[src/hdl/cpa_pkg.sv]
// Shared types and constants for the contact pair aggregator.
package cpa_pkg;

    localparam int BODY_W      = 6;
    localparam int DIST_W      = 32;
    localparam int OUT_COUNT_W = 16;
    localparam int MASK_W      = 64;
    localparam int CFG_IDX_W   = 1;

    // Configuration register indexes
    localparam logic [CFG_IDX_W-1:0] CFG_ALL_BODIES = 1'b0;
    localparam logic [CFG_IDX_W-1:0] CFG_BODY_MASK  = 1'b1;

    // Input operation codes
    localparam logic OP_CONTACT = 1'b0;
    localparam logic OP_FLUSH   = 1'b1;

    // Filtered contact travelling down the cell chain
    typedef struct packed {
        logic                     valid;
        logic [BODY_W-1:0]        lo;
        logic [BODY_W-1:0]        hi;
        logic signed [DIST_W-1:0] dval;
    } cpa_token_t;

endpackage

[src/hdl/cpa_cell.sv]
// One table cell: holds a pair entry, folds in a passing contact, forwards the rest.
module cpa_cell #(
    parameter int COUNT_WIDTH = 16
) (
    input  logic                               clk,
    input  logic                               rst_n,
    input  logic                               occupied,
    input  logic                               shift,
    input  cpa_pkg::cpa_token_t                tok_in,
    output cpa_pkg::cpa_token_t                tok_out,
    input  logic [cpa_pkg::BODY_W-1:0]         nbr_low,
    input  logic [cpa_pkg::BODY_W-1:0]         nbr_high,
    input  logic [COUNT_WIDTH-1:0]             nbr_count,
    input  logic signed [cpa_pkg::DIST_W-1:0]  nbr_min,
    output logic [cpa_pkg::BODY_W-1:0]         ent_low,
    output logic [cpa_pkg::BODY_W-1:0]         ent_high,
    output logic [COUNT_WIDTH-1:0]             ent_count,
    output logic signed [cpa_pkg::DIST_W-1:0]  ent_min,
    output logic                               inserted
);
    import cpa_pkg::*;

    localparam logic [COUNT_WIDTH-1:0] COUNT_MAX = '1;

    logic [BODY_W-1:0]        low_reg, low_next;
    logic [BODY_W-1:0]        high_reg, high_next;
    logic [COUNT_WIDTH-1:0]   count_reg, count_next;
    logic signed [DIST_W-1:0] min_reg, min_next;
    cpa_token_t               tok_reg, tok_next;
    logic                     match;
    logic                     take;

    // Match against the held entry; an empty cell takes the contact as a new entry
    assign match    = occupied && (low_reg == tok_in.lo) && (high_reg == tok_in.hi);
    assign take     = tok_in.valid && (match || !occupied);
    assign inserted = tok_in.valid && !occupied;

    // Entry update: flush shift, insert, or fold in
    always_comb
    begin
        low_next   = low_reg;
        high_next  = high_reg;
        count_next = count_reg;
        min_next   = min_reg;
        if (shift)
        begin
            low_next   = nbr_low;
            high_next  = nbr_high;
            count_next = nbr_count;
            min_next   = nbr_min;
        end
        else if (inserted)
        begin
            low_next   = tok_in.lo;
            high_next  = tok_in.hi;
            count_next = COUNT_WIDTH'(1);
            min_next   = tok_in.dval;
        end
        else if (tok_in.valid && match)
        begin
            if (count_reg != COUNT_MAX)
                count_next = count_reg + COUNT_WIDTH'(1);
            if ($signed(tok_in.dval) < min_reg)
                min_next = tok_in.dval;
        end
    end

    // Forward the contact unless consumed here
    always_comb
    begin
        tok_next       = tok_in;
        tok_next.valid = tok_in.valid && !take;
    end

    always_ff @(posedge clk)
    begin
        low_reg   <= low_next;
        high_reg  <= high_next;
        count_reg <= count_next;
        min_reg   <= min_next;
    end

    always_ff @(posedge clk or negedge rst_n)
    begin
        if (!rst_n)
            tok_reg <= '0;
        else
            tok_reg <= tok_next;
    end

    assign tok_out   = tok_reg;
    assign ent_low   = low_reg;
    assign ent_high  = high_reg;
    assign ent_count = count_reg;
    assign ent_min   = min_reg;

endmodule

[config.mk]
export PLATFORM = sky130hd
export DESIGN_NAME = cpa_cell
export DESIGN_NICKNAME = d
export VERILOG_FILES = /design/src/hdl/cpa_pkg.sv /design/src/hdl/cpa_cell.sv
export SDC_FILE = /design/constraint.sdc
export NUM_CORES = 1
export LEC_CHECK = 0
export ABC_AREA = 1
export BUFFER_PORTS_ARGS = -buffer_cell sky130_fd_sc_hd__buf_2
export CORE_MARGIN = 10
export CORE_UTILIZATION = 48
export DETAILED_ROUTE_END_ITERATION = 10
export PLACE_DENSITY = 0.8
export REMOVE_ABC_BUFFERS = 1
export SYNTH_ARGS = -nofsm -noshare
export SYNTH_HDL_FRONTEND = slang
export SYNTH_SLANG_ARGS = --single-unit
[constraint.sdc]
create_clock -name clk -period 2.6 [get_ports clk]
set_input_delay 0.13 -clock clk [delete_from_list [all_inputs] [get_ports clk]]
set_output_delay 0.13 -clock clk [all_outputs]
set_load 0.02 [all_outputs]
==> flow_summary.toml, run 1 <==
[clock_network]
post-cts-setup-buffers = 0
cts.sinks = 105
postCtsHoldBufs = 46
htree_levels = 3
numCtsBuffers = 9
clock_latency_ns = 0.36
cts-root-buf = "clkbuf_8"
cts_tree = "yes"
ctsResizeCount = 0
clockBufferDepth = 2
clkTransAtPathRegs_ns = 0.10

[sta]
fin_skew_ns = 0.0125
fmax_mhz = 446
tns_ns = 0
worst_pin_slew_ns = 1.07
worst_slack_ns = 0.357
grt_setup_unrepaired = "no"
period_minus_slack_ns = 2.24
finalSetupViolations = 0
relSlewSlack_pct = 28.9
fin_hold_ws_ns = 0.0276
hold_viol_final = 0
maxSlewViolCount = 0
period_share_pct = 86.3

[synthesis]
synth_top_area_share_pct = 36.3
synth-seq-cells = 105
synth_top_cell_by_area = "edfxtp_1"
synth_edf_count = 60
synth_compound_area_share_pct = 6.32
yosysSeqAreaShare_pct = 58.9
async_flop_share_pct = 42.9
synth_area_leaders = "edfxtp_1 36%, dfrtp_1 23%, mux2_2 8.2%, ha_1 8.1%, nand2_1 6.1%"
synth_flop_cell = "edfxtp_1"
synthAdderAreaFrac_pct = 8.06
netlist_area_um2 = 4970
netlist_instances = 438
synth-xor-area-share_pct = 0.881
synth_most_common_cell = "nand2_1"
synthTopCellsByCount = "81 x nand2_1, 60 x edfxtp_1, 59 x inv_1"
synth_top_family_by_area = "simple AND/OR/NAND/NOR gates"
ys_types = 36
yosys.area_share.simple_pct = 12.3
muxShareOfSynthArea_pct = 8.16
synth_area_per_cell_um2 = 11.3
yosys_warnings = 0

[critical_path]
crit_start = "tok_in[5]"
end_kind = "register"
cp.required_ns = 2.67
cp.arrival_ns = 2.31
cp_max_fo = 23
crit_type = "in -> reg"
cp-start-kind = "input pin"
r2r_start = "ent_min[5]"

[grt]
busiest_layer = "met2"
first_global_vias = 4452
grtUsageTotal_pct = 18.8
grt_overflow = 0
grt_use_met2_pct = 32.8
grt_start_max_net_pins = 69
use_met1_pct = 20.7
grt_pass1_wl_um = 22400
met3_usage_pct = 5.69
antenna_found_initial = 0

[drt]
drc = 0
ant_nets = 0
drt_wl_total_um = 14200
wl_per_cell_um = 16.8
via_per_inst = 4.88
drt_iter0_markers = 272
vias = 4125
firstDrtPassIters = 4

[final_layout]
diodes = 0
fin_nets = 846
synthToLayoutAreaGrowth_pct = 38.8
drive_gt1_share_pct = 40.3
fin_util_pct = 67.7
fill_cells = 761

[place]
dp.final_hpwl_um = 10800
port-buffer-count = 214
dp_slack_ns = 0.420
gp_congestion = 0.854

[pwr]
power.total_w = 0.00399
ir_drop_v = 0.000328
p_per_area_nw_per_um2 = 578
p_leak_nw = 3.39

[die]
die-area_um2 = 14800
die_y_um = 122
start_util_pct = 48.8
core-area_um2 = 10200
io_pins = 215
fp.dieW_um = 122
rows = 37

[min_path]
hold_path.startpoint = "nbr_count[15]"
hp-class = "in -> reg"

[status]
outcome = "completed"

[flow_run]
max_cap_viol_count = 0
-- metal layers --
layer	up-vias	share of wire, %
met1	1932	38
met3	27	7.9
met5	-	0
met2	149	51
met4	0	2.5
li1	2017	-
-- where the power goes --
group	internal, W	switching (W)
registers	0.00193	0.0000813
logic	0.000371	0.000544
clock network	0.000504	0.000557
total	0.00280	0.00118
-- metrics by stage --
step / area (um2) / cells
2_1_floorplan: 4930 / 429
3_3_place_gp: 6220 / 784
3_5_place_dp: 6220 / 784
4_1_cts: 6900 / 846
5_1_grt: 6900 / 846
6_report: 6900 / 846
-- area by class of cell --
class	count	area [um2]	area share (%)
timing repair buffer	265	1580	22.9
clock inverter	6	63.8	0.925
sequential	105	2930	42.4
inverter	61	229	3.32
multi-input combinational	263	1780	25.8
clock buffer	10	149	2.16
tap	136	170	2.47
-- logic make-up (layout without fill, tap and decap cells) --
group,after synthesis,in the layout
compound gates,53,53
fa+ha+maj,32,32
xor+xnor,5,5
buf+inv,70,342
simple gates,137,137
mux,36,36
flops,105,105
-- worst paths after layout --
check,cells after the start,endpoint,slack [ns]
max in group asynchronous,2,tok_out[30],1.45
worst min-delay path,3,ent_count[15],0.03
worst max register to register,14,ent_min[17],0.42
min in group asynchronous,2,tok_out[5],0.49
worst max-delay path,15,ent_min[17],0.36
worst min register to register,1,ent_count[0],0.68
-- registers in the layout, indices dropped and copies added (netlist names) --
name and flops:
ent_low 6, ent_high 6, tok_out 45, ent_min 32
ent_count 16
-- critical path, stage by stage --
cell,delay (ns)
dlygate4sd3_1,0.54
buf_2,0.14
ha_1,0.31
a21oi_1,0.19
nor2_1,0.06
nor3_1,0.13
nand2_1,0.08
nand2_1,0.06
nand2_1,0.07
nand2_1,0.08
nand2_1,0.05
nand2_1,0.06
nand3_1,0.06
nand2_1,0.14
buf_12,0.20
-- layout by cell type (no fill, tap or decap), drive strengths merged, types with 4 or more instances in the layout --
cell,Yosys,routed
nor3,7,7
edfxtp,60,60
nand3,16,16
mux2,36,36
o21ai,19,19
dfrtp,45,45
a21oi,19,19
a22o,4,4
nor2,25,25
ha,32,32
nand2,85,85
dlygate4sd3,0,46
buf,4,219
clkbuf,5,10
inv,60,61
No activity file was read; power rests on OpenSTA's default activity.
==> run 2, diff against run 1 <==
Settings changed: ABC_AREA 1 to 0.
==> flow_summary.toml, run 2 <==
[final_layout]
stdcell_count = 775
fin_nets = 776
drive_gt1_share_pct = 44.7
synthToLayoutAreaGrowth_pct = 39.1
largest_reg_flops = 45
layout_common_cells = "214 x buf_2, 60 x edfxtp_1, 45 x mux2_2, 45 x dfrtp_1, 44 x dlygate4sd3_1"
fin_util_pct = 68.9
fill_cells = 733
layout_commonest_cell = "buf_2"

[pwr]
p_per_area_nw_per_um2 = 576
ir_drop_v = 0.000289
p_leak_nw = 3.19
power.total_w = 0.00390

[sta]
period_minus_slack_ns = 2.39
maxSlewViolCount = 0
finalSetupViolations = 0
fin_hold_ws_ns = -0.0404
fin_skew_ns = 0.0137
period_share_pct = 92.0
worst_pin_slew_ns = 1.08
grt_setup_unrepaired = "no"
relSlewSlack_pct = 27.9
fmax_mhz = 418
tns_ns = 0
hold_viol_final = 45

[synthesis]
async_flop_share_pct = 42.9
synth_area_per_cell_um2 = 13.2
synthAdderAreaFrac_pct = 8.23
synthTopCellsByCount = "60 x edfxtp_1, 45 x dfrtp_1, 45 x mux2_2"
synth_top_area_share_pct = 37.1
synth_top_cell_by_area = "edfxtp_1"
yosys_warnings = 0
ys_types = 33
synth_compound_area_share_pct = 5.25
muxShareOfSynthArea_pct = 10.4
synth_top_family_by_area = "multiplexers"
synth-seq-cells = 105
synth-xor-area-share_pct = 4.68
yosys.area_share.simple_pct = 7.69
synth_area_leaders = "edfxtp_1 37%, dfrtp_1 23%, mux2_2 10%, ha_1 8.2%, xor2_1 3.4%"
synth_edf_count = 60
netlist_area_um2 = 4860
netlist_instances = 367
synth_most_common_cell = "edfxtp_1"
yosysSeqAreaShare_pct = 60.2
synth_flop_cell = "edfxtp_1"

[grt]
antenna_found_initial = 3
grt_pass1_wl_um = 22900
first_global_vias = 4408
grt_overflow = 0
grtUsageTotal_pct = 19.8
grt_start_max_net_pins = 46

[place]
gp_congestion = 0.855
dp.final_hpwl_um = 11000
port-buffer-count = 214
dp_cells = 713

[die]
io_pins = 215
rows = 36
die-area_um2 = 14600
core-area_um2 = 9820
die_y_um = 121
fp.dieW_um = 121
start_util_pct = 49.5

[critical_path]
cp-start-kind = "input pin"
cp.required_ns = 2.67
crit_type = "in -> reg"
worstReg2RegEnd = "ent_min[18]"
cp_max_fo = 24
cp.arrival_ns = 2.46
ff2ff_setup_slack_ns = 0.27
end_kind = "register"
r2r_start = "ent_min[17]"
r2r_cells = 9

[status]
violations = "hold timing"
outcome = "complete, but fails checks"

[drt]
ant_nets = 0
drt_iter0_markers = 199
vias = 3861
firstDrtPassIters = 4
drt_wl_total_um = 14600
wl_per_cell_um = 18.8
via_per_inst = 4.98
drc = 0

[clock_network]
ctsResizeCount = 0
cts-root-buf = "clkbuf_8"
cts.sinks = 105
clkTransAtPathRegs_ns = 0.10
numCtsBuffers = 9
clock_latency_ns = 0.37
cts_tree = "yes"
htree_levels = 3
clockBufferDepth = 2

[flow_run]
max_cap_viol_count = 0

[min_path]
hp-class = "in -> async"
[run 2: changes by cell type after synthesis, sizes merged, moves of 8 or more]
cell	change
inv	-24
mux2	+9
nand2	-57
nand3	-8
nand4	+10
nor2	-16
xor2	+17
[run 2: what timing repair did]
action	in CTS	in global routing
hold endpoints to repair	44	0
hold buffers	44	0
buffers inserted	0	0
[run 2: through the flow]
step	hold slack, ns	area, um2	setup slack (ns)
after global placement	0.264	6130	0.348
final	-0.0404	6760	0.209
after CTS	0.00397	6760	0.236
after detailed placement	0.263	6130	0.281
after floorplan	-0.166	4830	-0.227
after global routing	0.0255	6760	0.114
[run 2: worst max-delay path by stage]
stage / depth (start not counted) / to / slack, ns / from
CTS: 10 / ent_min[10] / 0.24 / tok_in[29]
global route: 10 / ent_min[8] / 0.11 / tok_in[17]
global placement: 9 / ent_min[15] / 0.35 / ent_min[30]
detailed placement: 9 / ent_min[12] / 0.28 / ent_min[31]
floorplan: 8 / ent_min[0] / -0.23 / ent_min[30]
finish: 10 / ent_min[18] / 0.21 / tok_in[30]
[run 2: routing by layer]
layer / track usage (%) / part of all wire [%] / vias up
met1: 20.6 / 37 / 1815
li1: - / - / 1846
met5: 0 / 0.082 / -
met3: 9.96 / 12 / 17
met4: 6.11 / 1.3 / 2
met2: 34.2 / 49 / 181
[run 2: area by class of cell]
cell class	instances	area [um2]	area share (%)
multi-input combinational	218	1760	26.1
timing repair buffer	265	1580	23.3
clock buffer	10	128	1.89
sequential	105	2930	43.3
inverter	36	135	2.00
clock inverter	6	58.8	0.870
tap	133	166	2.46
antenna	2	5.00	0.0740
[run 2: critical path: stages]
cell and delay (ns):
dlygate4sd3_1 0.53, buf_2 0.14, ha_1 0.33, nand4_1 0.17, nor3_1 0.08, a211o_1 0.29, a211o_1 0.28, nand4b_1 0.17
nand2_1 0.14, buf_12 0.20
[run 2: kinds of logic after synthesis]
group	after synthesis
flops	105
simple gates	71
xor+xnor	26
buf+inv	44
compound gates	44
fa+ha+maj	32
mux	45
[run 2: power breakdown]
group          leakage, nW  internal [W]  switching (W)  total [W]
Sequential            1.13       0.00193      0.0000875    0.00202
Combinational         1.96      0.000372       0.000525   0.000897
Clock               0.0998      0.000441       0.000541   0.000982
